==> src/rtl/mph_pkg.sv <==
// Shared types, constants and letter helpers for the Metaphone encoder.
`timescale 1ns / 1ps
`default_nettype none

package mph_pkg;

  localparam int unsigned MPH_QUEUE_DEPTH = 4;
  localparam logic [7:0]  MPH_MAX_CODES_RST = 8'd4;

  // One classified beat handed from the front to the back.
  typedef struct packed {
    logic [7:0] letter;     // uppercase letter, valid when is_letter
    logic       is_letter;
    logic       word_end;
  } mph_item_t;

  function automatic logic ltr_is_vowel(input logic [7:0] c);
    return (c == "A") || (c == "E") || (c == "I") || (c == "O") || (c == "U");
  endfunction

  function automatic logic is_soft(input logic [7:0] c);
    return (c == "I") || (c == "E") || (c == "Y");
  endfunction

endpackage

`default_nettype wire

==> src/rtl/metaphone_encoder_top.sv <==
// Top level of the streaming Metaphone encoder.
`timescale 1ns / 1ps
`default_nettype none

// Streaming Metaphone coder. Each input beat carries one raw byte of a word
// (tuser high when the byte is present, tlast on the word's last beat).
// Non-letters are dropped and letters uppercased in the front end, which
// feeds a QUEUE_DEPTH-entry queue. The back end codes each letter once two
// letters after it are known and sends code letters, up to max_codes per
// word, then a terminator beat (tlast high, tuser high when the word
// produced no code). A letter first enters the three-letter window, then
// the rule runs on the oldest letter; an X adds a second code letter, and a
// word end drains the window and then sends the terminator. The output is
// registered, so the input keeps flowing while a result beat waits, until
// the window and queue fill. max_codes resets to 4 and must be written only
// while the coder is idle; the block itself does not enforce this.
module metaphone_encoder_top
  import mph_pkg::*;
#(
  parameter int unsigned QUEUE_DEPTH = MPH_QUEUE_DEPTH
) (
  input  wire logic       clk_i,
  input  wire logic       rst_ni,
  input  wire logic       cfg_we_i,
  input  wire logic [7:0] cfg_wdata_i,      // max_codes
  input  wire logic       s_axis_tvalid,
  output logic            s_axis_tready,
  input  wire logic [7:0] s_axis_tdata,     // [7:0] char_byte
  input  wire logic       s_axis_tuser,     // [0] char_valid
  input  wire logic       s_axis_tlast,     // word_end
  output logic            m_axis_tvalid,
  input  wire logic       m_axis_tready,
  output logic [7:0]      m_axis_tdata,     // [7:0] code_letter
  output logic            m_axis_tuser,     // [0] is_null
  output logic            m_axis_tlast      // is_terminator
);

  logic [7:0] max_codes_q;
  mph_item_t  item, head;
  logic       push, full, pop, head_valid;

  always_ff @(posedge clk_i or negedge rst_ni) begin
    if (!rst_ni) begin
      max_codes_q <= MPH_MAX_CODES_RST;
    end else if (cfg_we_i) begin
      max_codes_q <= cfg_wdata_i;
    end
  end

  assign s_axis_tready = !full;

  mph_front u_front (
    .clk_i        (clk_i),
    .rst_ni       (rst_ni),
    .char_byte_i  (s_axis_tdata),
    .char_valid_i (s_axis_tuser),
    .word_end_i   (s_axis_tlast),
    .beat_i       (s_axis_tvalid && !full),
    .item_o       (item),
    .push_o       (push)
  );

  mph_queue #(
    .DEPTH (QUEUE_DEPTH)
  ) u_queue (
    .clk_i       (clk_i),
    .rst_ni      (rst_ni),
    .push_i      (push),
    .push_item_i (item),
    .full_o      (full),
    .pop_i       (pop),
    .head_o      (head),
    .valid_o     (head_valid)
  );

  mph_back u_back (
    .clk_i        (clk_i),
    .rst_ni       (rst_ni),
    .max_codes_i  (max_codes_q),
    .head_i       (head),
    .head_valid_i (head_valid),
    .pop_o        (pop),
    .out_valid_o  (m_axis_tvalid),
    .out_ready_i  (m_axis_tready),
    .out_letter_o (m_axis_tdata),
    .out_term_o   (m_axis_tlast),
    .out_null_o   (m_axis_tuser)
  );

endmodule

`default_nettype wire

==> src/rtl/mph_front.sv <==
// Front end: filters raw bytes to uppercase letters and word ends.
`timescale 1ns / 1ps
`default_nettype none

module mph_front
  import mph_pkg::*;
(
  input  wire logic      clk_i,
  input  wire logic      rst_ni,
  input  wire logic [7:0] char_byte_i,
  input  wire logic      char_valid_i,
  input  wire logic      word_end_i,
  input  wire logic      beat_i,      // input beat accepted this cycle
  output mph_item_t      item_o,
  output logic           push_o
);

  logic [7:0] upper;
  logic       letter_ok;

  always_comb begin
    upper = char_byte_i;
    if (char_byte_i >= "a" && char_byte_i <= "z") begin
      upper = char_byte_i - 8'd32;
    end
    letter_ok = char_valid_i && (upper >= "A") && (upper <= "Z");
  end

  assign item_o.letter    = upper;
  assign item_o.is_letter = letter_ok;
  assign item_o.word_end  = word_end_i;
  // Drop beats that carry neither a letter nor a word end.
  assign push_o = beat_i && (letter_ok || word_end_i);

  property p_push_needs_beat;
    @(posedge clk_i) disable iff (!rst_ni) push_o |-> beat_i;
  endproperty
  a_push_needs_beat: assert property (p_push_needs_beat)
    else $error("front pushed without an input beat");

  property p_letter_upper;
    @(posedge clk_i) disable iff (!rst_ni)
      item_o.is_letter |-> (item_o.letter >= "A" && item_o.letter <= "Z");
  endproperty
  a_letter_upper: assert property (p_letter_upper)
    else $error("front passed a non-uppercase letter");

  property p_end_kept;
    @(posedge clk_i) disable iff (!rst_ni) (beat_i && word_end_i) |-> push_o;
  endproperty
  a_end_kept: assert property (p_end_kept)
    else $error("front dropped a word end");

endmodule

`default_nettype wire

==> src/rtl/mph_queue.sv <==
// Small queue of classified items between front and back.
`timescale 1ns / 1ps
`default_nettype none

module mph_queue
  import mph_pkg::*;
#(
  parameter int unsigned DEPTH = MPH_QUEUE_DEPTH
) (
  input  wire logic clk_i,
  input  wire logic rst_ni,
  input  wire logic push_i,
  input  mph_item_t push_item_i,
  output logic      full_o,
  input  wire logic pop_i,
  output mph_item_t head_o,
  output logic      valid_o
);

  localparam int unsigned PtrW = (DEPTH > 1) ? $clog2(DEPTH) : 1;
  localparam int unsigned CntW = $clog2(DEPTH + 1);
  localparam logic [PtrW-1:0] LastPtr = PtrW'(DEPTH - 1);
  localparam logic [CntW-1:0] FullCnt = CntW'(DEPTH);

  mph_item_t       mem_q [DEPTH];
  logic [PtrW-1:0] wr_ptr_q, wr_ptr_d, rd_ptr_q, rd_ptr_d;
  logic [CntW-1:0] cnt_q, cnt_d;
  logic            do_push, do_pop;

  assign full_o  = (cnt_q == FullCnt);
  assign valid_o = (cnt_q != '0);
  assign head_o  = mem_q[rd_ptr_q];
  assign do_push = push_i && !full_o;
  assign do_pop  = pop_i && valid_o;

  always_comb begin
    wr_ptr_d = wr_ptr_q;
    rd_ptr_d = rd_ptr_q;
    cnt_d    = cnt_q;
    if (do_push) begin
      wr_ptr_d = (wr_ptr_q == LastPtr) ? '0 : wr_ptr_q + 1'b1;
    end
    if (do_pop) begin
      rd_ptr_d = (rd_ptr_q == LastPtr) ? '0 : rd_ptr_q + 1'b1;
    end
    if (do_push && !do_pop) begin
      cnt_d = cnt_q + 1'b1;
    end else if (do_pop && !do_push) begin
      cnt_d = cnt_q - 1'b1;
    end
  end

  always_ff @(posedge clk_i or negedge rst_ni) begin
    if (!rst_ni) begin
      wr_ptr_q <= '0;
      rd_ptr_q <= '0;
      cnt_q    <= '0;
    end else begin
      wr_ptr_q <= wr_ptr_d;
      rd_ptr_q <= rd_ptr_d;
      cnt_q    <= cnt_d;
    end
  end

  always_ff @(posedge clk_i) begin
    if (do_push) begin
      mem_q[wr_ptr_q] <= push_item_i;
    end
  end

  property p_cnt_bound;
    @(posedge clk_i) disable iff (!rst_ni) cnt_q <= FullCnt;
  endproperty
  a_cnt_bound: assert property (p_cnt_bound)
    else $error("queue count beyond depth");

  property p_ptr_gap;
    @(posedge clk_i) disable iff (!rst_ni)
      (cnt_q == '0 || cnt_q == FullCnt) |-> (wr_ptr_q == rd_ptr_q);
  endproperty
  a_ptr_gap: assert property (p_ptr_gap)
    else $error("queue pointers disagree with count");

  property p_full_no_grow;
    @(posedge clk_i) disable iff (!rst_ni) (full_o && !pop_i) |=> full_o;
  endproperty
  a_full_no_grow: assert property (p_full_no_grow)
    else $error("queue left full state without a pop");

endmodule

`default_nettype wire

==> src/rtl/mph_back.sv <==
// Back end: letter window, Metaphone rules, code cap and output register.
`timescale 1ns / 1ps
`default_nettype none

module mph_back
  import mph_pkg::*;
(
  input  wire logic       clk_i,
  input  wire logic       rst_ni,
  input  wire logic [7:0] max_codes_i,
  input  mph_item_t       head_i,
  input  wire logic       head_valid_i,
  output logic            pop_o,
  output logic            out_valid_o,
  input  wire logic       out_ready_i,
  output logic [7:0]      out_letter_o,
  output logic            out_term_o,
  output logic            out_null_o
);

  logic [7:0] prev_q, prev_d;
  logic [7:0] win_q [3];
  logic [7:0] win_d [3];
  logic [1:0] fill_q, fill_d;
  logic [1:0] skip_q, skip_d;
  logic [7:0] codes_q, codes_d;
  logic       flush_q, flush_d;
  logic       pend_s_q, pend_s_d;

  logic       ov_q, ov_d;
  logic [7:0] ol_q, ol_d;
  logic       ot_q, ot_d, on_q, on_d;

  logic       out_free;
  logic       load;
  logic [7:0] load_letter;
  logic       load_term, load_null;

  // Rule decode for the oldest window letter.
  logic [7:0] c, a1, a2, p, cc;
  logic       first, init_drop, repeat_skip;
  logic       e_en, x_two;
  logic [7:0] e_letter;
  logic [1:0] new_skip;
  logic       k_ok, s_ok;

  assign out_free = !ov_q || out_ready_i;

  always_comb begin
    c  = win_q[0];
    a1 = win_q[1];
    a2 = win_q[2];
    p  = prev_q;
    first = (prev_q == 8'd0);
    init_drop = first && (((c == "A") && (a1 == "E")) || ((c == "G") && (a1 == "N")) ||
                          ((c == "K") && (a1 == "N")) || ((c == "P") && (a1 == "N")) ||
                          ((c == "W") && (a1 == "R")));
    cc = (first && (c == "X")) ? "S" : c;
    repeat_skip = (cc != "C") && !first && (cc == p);
    e_en     = 1'b0;
    e_letter = cc;
    x_two    = 1'b0;
    new_skip = 2'd0;
    unique case (cc) inside
      "A", "E", "I", "O", "U": e_en = first;
      "B": e_en = !(!first && (p == "M") && (a1 == 8'd0));
      "C": begin
        e_en = 1'b1;
        if ((a1 == "I") && (a2 == "A")) begin
          e_letter = "X";
        end else if (a1 == "H") begin
          e_letter = "X";
          new_skip = 2'd1;
        end else if (is_soft(a1)) begin
          e_letter = "S";
        end else begin
          e_letter = "K";
        end
      end
      "D": begin
        e_en = 1'b1;
        e_letter = ((a1 == "G") && is_soft(a2)) ? "J" : "T";
      end
      "G": begin
        if ((a1 == "H") && (a2 != 8'd0) && !ltr_is_vowel(a2)) begin
          e_en = 1'b0;
        end else if (!first && (a1 == "H") && (a2 == 8'd0)) begin
          e_en = 1'b0;
        end else if (!first && (a1 == 8'd0) && (p == "G")) begin
          e_en = 1'b0;
        end else begin
          e_en = 1'b1;
          if (is_soft(a1)) begin
            e_letter = (!first && (p == "G")) ? "K" : "J";
          end else begin
            e_letter = "K";
          end
        end
      end
      "H": e_en = ltr_is_vowel(a1) && (first || !ltr_is_vowel(p));
      "K": e_en = first || (p != "C");
      "P": begin
        e_en = 1'b1;
        if (a1 == "H") begin
          e_letter = "F";
          new_skip = 2'd1;
        end
      end
      "Q": begin
        e_en = 1'b1;
        e_letter = "K";
      end
      "S": begin
        e_en = 1'b1;
        if (a1 == "H") begin
          e_letter = "X";
          new_skip = 2'd1;
        end else if ((a1 == "I") && ((a2 == "O") || (a2 == "A"))) begin
          e_letter = "X";
          new_skip = 2'd2;
        end
      end
      "T": begin
        e_en = 1'b1;
        if ((a1 == "I") && ((a2 == "A") || (a2 == "O"))) begin
          e_letter = "X";
        end else if (a1 == "H") begin
          e_letter = "0";
          new_skip = 2'd1;
        end
      end
      "V": begin
        e_en = 1'b1;
        e_letter = "F";
      end
      "W", "Y": e_en = ltr_is_vowel(a1);
      "X": begin
        e_en = 1'b1;
        e_letter = "K";
        x_two = 1'b1;
      end
      "Z": begin
        e_en = 1'b1;
        e_letter = "S";
      end
      "F", "J", "L", "M", "N", "R": e_en = 1'b1;
      default: e_en = 1'b0;
    endcase
    k_ok = (codes_q < max_codes_i);
    s_ok = ({1'b0, codes_q} + 9'd1) < {1'b0, max_codes_i};
  end

  always_comb begin
    prev_d   = prev_q;
    win_d    = win_q;
    fill_d   = fill_q;
    skip_d   = skip_q;
    codes_d  = codes_q;
    flush_d  = flush_q;
    pend_s_d = pend_s_q;
    pop_o    = 1'b0;
    load        = 1'b0;
    load_letter = 8'd0;
    load_term   = 1'b0;
    load_null   = 1'b0;

    if (pend_s_q) begin
      // Second half of KS from an X.
      if (out_free) begin
        load        = 1'b1;
        load_letter = "S";
        codes_d     = codes_q + 8'd1;
        pend_s_d    = 1'b0;
      end
    end else if ((fill_q == 2'd3) || (flush_q && (fill_q != 2'd0))) begin
      if (out_free) begin
        win_d[0] = a1;
        win_d[1] = a2;
        win_d[2] = 8'd0;
        fill_d   = fill_q - 2'd1;
        if (skip_q != 2'd0) begin
          skip_d = skip_q - 2'd1;
          prev_d = c;
        end else if (init_drop) begin
          prev_d = c;
        end else begin
          prev_d = cc;
          if (!repeat_skip) begin
            skip_d = new_skip;
            if (e_en && k_ok) begin
              load        = 1'b1;
              load_letter = e_letter;
              codes_d     = codes_q + 8'd1;
            end
            if (x_two && s_ok) begin
              pend_s_d = 1'b1;
            end
          end
        end
      end
    end else if (flush_q) begin
      if (out_free) begin
        load      = 1'b1;
        load_term = 1'b1;
        load_null = (codes_q == 8'd0);
        prev_d    = 8'd0;
        win_d[0]  = 8'd0;
        win_d[1]  = 8'd0;
        win_d[2]  = 8'd0;
        fill_d    = 2'd0;
        skip_d    = 2'd0;
        codes_d   = 8'd0;
        flush_d   = 1'b0;
      end
    end else if (head_valid_i) begin
      pop_o = 1'b1;
      if (head_i.is_letter) begin
        case (fill_q)
          2'd0:    win_d[0] = head_i.letter;
          2'd1:    win_d[1] = head_i.letter;
          default: win_d[2] = head_i.letter;
        endcase
        fill_d = fill_q + 2'd1;
      end
      flush_d = head_i.word_end;
    end

    ov_d = ov_q;
    ol_d = ol_q;
    ot_d = ot_q;
    on_d = on_q;
    if (load) begin
      ov_d = 1'b1;
      ol_d = load_letter;
      ot_d = load_term;
      on_d = load_null;
    end else if (out_ready_i) begin
      ov_d = 1'b0;
    end
  end

  always_ff @(posedge clk_i or negedge rst_ni) begin
    if (!rst_ni) begin
      prev_q   <= 8'd0;
      win_q[0] <= 8'd0;
      win_q[1] <= 8'd0;
      win_q[2] <= 8'd0;
      fill_q   <= 2'd0;
      skip_q   <= 2'd0;
      codes_q  <= 8'd0;
      flush_q  <= 1'b0;
      pend_s_q <= 1'b0;
      ov_q     <= 1'b0;
    end else begin
      prev_q   <= prev_d;
      win_q    <= win_d;
      fill_q   <= fill_d;
      skip_q   <= skip_d;
      codes_q  <= codes_d;
      flush_q  <= flush_d;
      pend_s_q <= pend_s_d;
      ov_q     <= ov_d;
    end
  end

  always_ff @(posedge clk_i) begin
    ol_q <= ol_d;
    ot_q <= ot_d;
    on_q <= on_d;
  end

  assign out_valid_o  = ov_q;
  assign out_letter_o = ol_q;
  assign out_term_o   = ot_q;
  assign out_null_o   = on_q;

  property p_pend_after_k;
    @(posedge clk_i) disable iff (!rst_ni) pend_s_q |-> ov_q;
  endproperty
  a_pend_after_k: assert property (p_pend_after_k)
    else $error("pending S without a K beat ahead of it");

  property p_skip_in_window;
    @(posedge clk_i) disable iff (!rst_ni) skip_q <= fill_q;
  endproperty
  a_skip_in_window: assert property (p_skip_in_window)
    else $error("skip count exceeds buffered letters");

  property p_term_follows_flush;
    @(posedge clk_i) disable iff (!rst_ni)
      (flush_q && (fill_q == 2'd0) && !pend_s_q && out_free) |=> (ov_q && ot_q);
  endproperty
  a_term_follows_flush: assert property (p_term_follows_flush)
    else $error("drained word did not produce a terminator");

  property p_no_pop_while_busy;
    @(posedge clk_i) disable iff (!rst_ni)
      pop_o |-> (!flush_q && (fill_q != 2'd3) && !pend_s_q);
  endproperty
  a_no_pop_while_busy: assert property (p_no_pop_while_busy)
    else $error("item taken while previous work was open");

endmodule

`default_nettype wire
==> config.mk <==
export PLATFORM = sky130hd
export DESIGN_NAME = metaphone_encoder_top
export DESIGN_NICKNAME = d
export VERILOG_FILES = /design/src/rtl/mph_pkg.sv /design/src/rtl/metaphone_encoder_top.sv /design/src/rtl/mph_front.sv /design/src/rtl/mph_queue.sv /design/src/rtl/mph_back.sv
export SDC_FILE = /design/constraint.sdc
export NUM_CORES = 1
export LEC_CHECK = 0
export ABC_AREA = 1
export BUFFER_PORTS_ARGS = -buffer_cell sky130_fd_sc_hd__buf_2
export CAP_MARGIN = 0
export CORE_AREA = 2 2 109 111
export CTS_BUF_LIST = sky130_fd_sc_hd__clkbuf_2 sky130_fd_sc_hd__clkbuf_4 sky130_fd_sc_hd__clkbuf_8
export DETAILED_ROUTE_END_ITERATION = 6
export DIE_AREA = 0 0 111 113
export GPL_ROUTABILITY_DRIVEN = 1
export PLACE_DENSITY_LB_ADDON = 0.05
export SLEW_MARGIN = 20
export SYNTH_ARGS = -nofsm -noshare
export SYNTH_HDL_FRONTEND = slang
export SYNTH_SLANG_ARGS = --single-unit
==> constraint.sdc <==
create_clock -name clk_i -period 7.3 [get_ports clk_i]
set_clock_uncertainty 0.05 [all_clocks]
set_input_delay 0 -clock clk_i [delete_from_list [all_inputs] [get_ports clk_i]]
set_output_delay 0 -clock clk_i [all_outputs]
set_load 0.005 [all_outputs]
==> flow_metrics.env <==
export IMPL_status="finished clean"
export IMPL_postLayoutCellArea_sq_mm=0.00749
export IMPL_initial_core_util=0.590
export IMPL_die_h_um=113
export IMPL_syn_area_sq_mm=0.00665
export IMPL_critPathKind="flip-flop to flip-flop"
export IMPL_fill_cells=950
export IMPL_peakVddDrop_uv=226
export IMPL_hp_class="primary input to flip-flop"
export IMPL_core_area_sq_mm=0.0113
export IMPL_drtIter0Drc=524
export IMPL_multi_input_area_sq_mm=0.00308
export IMPL_max_freq_ghz=0.308
export IMPL_pre_cts_slack_ns=4.08
export IMPL_drc_errors=0
export IMPL_rsz0062_at_grt="no"
export IMPL_seq_area_sq_mm=0.00305
export IMPL_synth_edf_count=50
export IMPL_dp_cells=1003
export IMPL_synthToLayoutAreaGrowth_pct=12.6
export IMPL_grt_remaining_overflow=0
export IMPL_io_pins=35
export IMPL_cts_max_level=3
export IMPL_async_reset_ff_frac=0.554
export IMPL_nNetsFinal=957
export IMPL_cp_max_fo=15
export IMPL_setup_tns_ns=0
export IMPL_die_w_um=111
export IMPL_slew_viol_final=0
export IMPL_cts_tree="built"
export IMPL_grt_usage=0.281
export IMPL_dieArea_sq_mm=0.0125
export IMPL_yosysSeqAreaShare=0.459
export IMPL_synth_area_per_cell_sq_um=7.91
export IMPL_crit_required_ns=7.54
export IMPL_antenna_found_initial=0
export IMPL_io_buffers=34
export IMPL_dp_hpwl_mm=12.1
export IMPL_vias_per_cell=5.58
export IMPL_placed_cell_area_sq_mm=0.00693
export IMPL_synth_cell_types=46
export IMPL_tightest_slew_ns=1.02
export IMPL_synth_nets=891
export IMPL_syn_inst=840
export IMPL_final_cell_mix="nand2_1 (187), nor2_1 (113), inv_1 (107)"
export IMPL_routedWlPerCell_um=16.2
export IMPL_vias=5884
export IMPL_setup_violations=0
export IMPL_ys_warn_count=0
export IMPL_start_kind="flip-flop"
export IMPL_fin_crit_ns=3.25
export IMPL_maxCapViolCount=0
export IMPL_p_leak_nw=3.51
export IMPL_path_common_cell="inv_1"
export IMPL_firstDrtPassIters=6
export IMPL_synth_top_flop_cell="dfrtp_1"
export IMPL_clock_latency_ns=0.40
export IMPL_endpoint_kind="flip-flop"
export IMPL_antennaDiodeCount=0
export IMPL_drive_gt1_frac=0.0999
export IMPL_final_cells=1054
export IMPL_cts_sinks=112
export IMPL_grt_max_degree=63
export IMPL_std_cell_rows=39
export IMPL_pwr_density_cell_mw_per_mm2=352
export IMPL_cts_clk_slew_worst_paths_ns=0.11
export IMPL_routed_wl_mm=17.1
export IMPL_place_congestion=0.974
export IMPL_critical_path_max_stage_delay_ns=0.65
export IMPL_cts_buffers=9
export IMPL_fin_crit_sh=0.445
export IMPL_synth_area_leaders="dfrtp_1 (23%), edfxtp_1 (23%), nand2_1 (11%)"
export IMPL_slowest_stage="nor2_1"
export IMPL_relSlewSlack=0.315
export IMPL_grt_pass1_vias=5747
export IMPL_worst_slack_ns=4.05
export IMPL_drtAntennaViolNets=0
export IMPL_hold_violations=0
export IMPL_cts_root_buf="clkbuf_8"
export IMPL_synth_top_area_frac=0.230
export IMPL_final_core_util=0.664
export IMPL_synth_top_cell_by_area="dfrtp_1"
export IMPL_ctsResizeCount=0
export IMPL_crit_arrival_ns=3.49
export IMPL_max_clock_path_buffers=2
export IMPL_synth_seq_cells=112
export IMPL_grt_pass1_wl_mm=28.0
export IMPL_layout_commonest_cell="nand2_1"
export IMPL_path_cells="ha_1 > nor2_1 > inv_1 > nor2_1 > inv_1 > nor2_1 > inv_1 > ha_1 > inv_1 > fa_1 > mux2_2"
## power by group
group / switching (mW) / leakage (nW) / total [mW] / internal (mW)
clock: 0.234 / 0.102 / 0.373 / 0.139
combinational: 0.857 / 2.15 / 1.25 / 0.395
sequential: 0.169 / 1.25 / 1.01 / 0.842
## per-stage QoR
step           power, mW  hold WS [ns]
3_3_place_gp        2.18         0.156
4_1_cts             2.64        0.0447
5_1_grt             2.86         0.118
3_5_place_dp        2.24         0.169
6_report            2.64        0.0843
2_1_floorplan       1.89        -0.346
## worst max-delay path, delay by kind of cell, from the launching register on
family                   cells  cell delay [ns]
AND/OR/NAND/NOR              3             1.06
adder cells (fa/ha/maj)      3             0.85
buffers and inverters        4             0.47
flip-flops                   1             0.42
multiplexers                 1             0.28
## cell usage after synthesis, types with 2 or more instances
cell type	count
a21oi_1	31
nand4_1	9
buf_6	2
o21ai_0	94
o2111ai_1	3
o22ai_1	11
edfxtp_1	50
o21bai_1	2
nor4_1	4
nor3_1	14
a21boi_0	2
mux2_2	2
xnor2_1	3
inv_1	107
buf_2	2
nand3_1	39
dfrtp_1	61
xor2_1	9
inv_2	7
nor2_1	113
nand2_2	11
nand4_2	2
clkbuf_1	12
nand2_1	187
nor2_4	5
nor2_2	6
ha_1	27
o21ai_1	3
o211ai_1	5
## cells by family after synthesis
family / count (synthesis) / share of synthesized area
AOI/OAI and AO/OA: 156 / 0.127
and+or+nand+nor: 398 / 0.263
xor gates and xnor gates: 12 / 0.0158
other: 1 / 0.000564
buffers and inverters: 131 / 0.0766
DFF: 112 / 0.459
adders and majority gates: 28 / 0.0538
muxes: 2 / 0.00339
## final timing paths
check	startpoint	to	slack, ns	cells past startpoint
min in group asynchronous	rst_ni	u_queue.wr_ptr_q[1]	0.27	3
worst max register to register	u_back.fill_q[0]	u_queue.cnt_q[1]	4.05	11
max in group asynchronous	rst_ni	u_back.p[0]	6.36	3
worst min register to register	u_queue.cnt_q[2]	u_queue.cnt_q[2]	0.47	1
worst min-delay path	s_axis_tuser	u_queue.mem_q[1][1]	0.08	5
worst max-delay path	u_back.fill_q[0]	u_queue.cnt_q[1]	4.05	11
## state kept, by name, indices dropped and copies added (netlist names)
name	count
u_back.skip_q	2
u_back.pend_s_q	1
u_back.a1	8
u_queue.cnt_q	3
u_back.c	8
u_queue.wr_ptr_q	2
u_queue.mem_q	40
u_back.flush_q	1
u_back.fill_q	2
u_back.out_null_o	1
u_back.a2	8
u_back.out_term_o	1
u_back.codes_q	8
u_back.p	8
max_codes_q	8
u_queue.rd_ptr_q	2
u_back.out_letter_o	8
u_back.out_valid_o	1
## layer usage
layer / part of all wire / vias up / track usage
li1: - / 2892 / -
met1: 0.42 / 2756 / 0.348
met2: 0.50 / 193 / 0.494
met3: 0.044 / 43 / 0.0246
met4: 0.038 / 0 / 0.147
met5: 0 / - / 0
## what timing repair did
action,4_1_cts,5_1_grt
hold endpoints to repair,113,0
setup buffers,0,0
hold buffers,35,0
## layout make-up
type | instances | area share
clock buffers | 10 | 0.0175
repair buffers | 71 | 0.0715
clock inverters | 6 | 0.00936
multi-input cells | 597 | 0.412
well taps | 143 | 0.0239
inverters | 115 | 0.0577
flip-flops and latches | 112 | 0.408
Power figures use the tool's default switching activity.
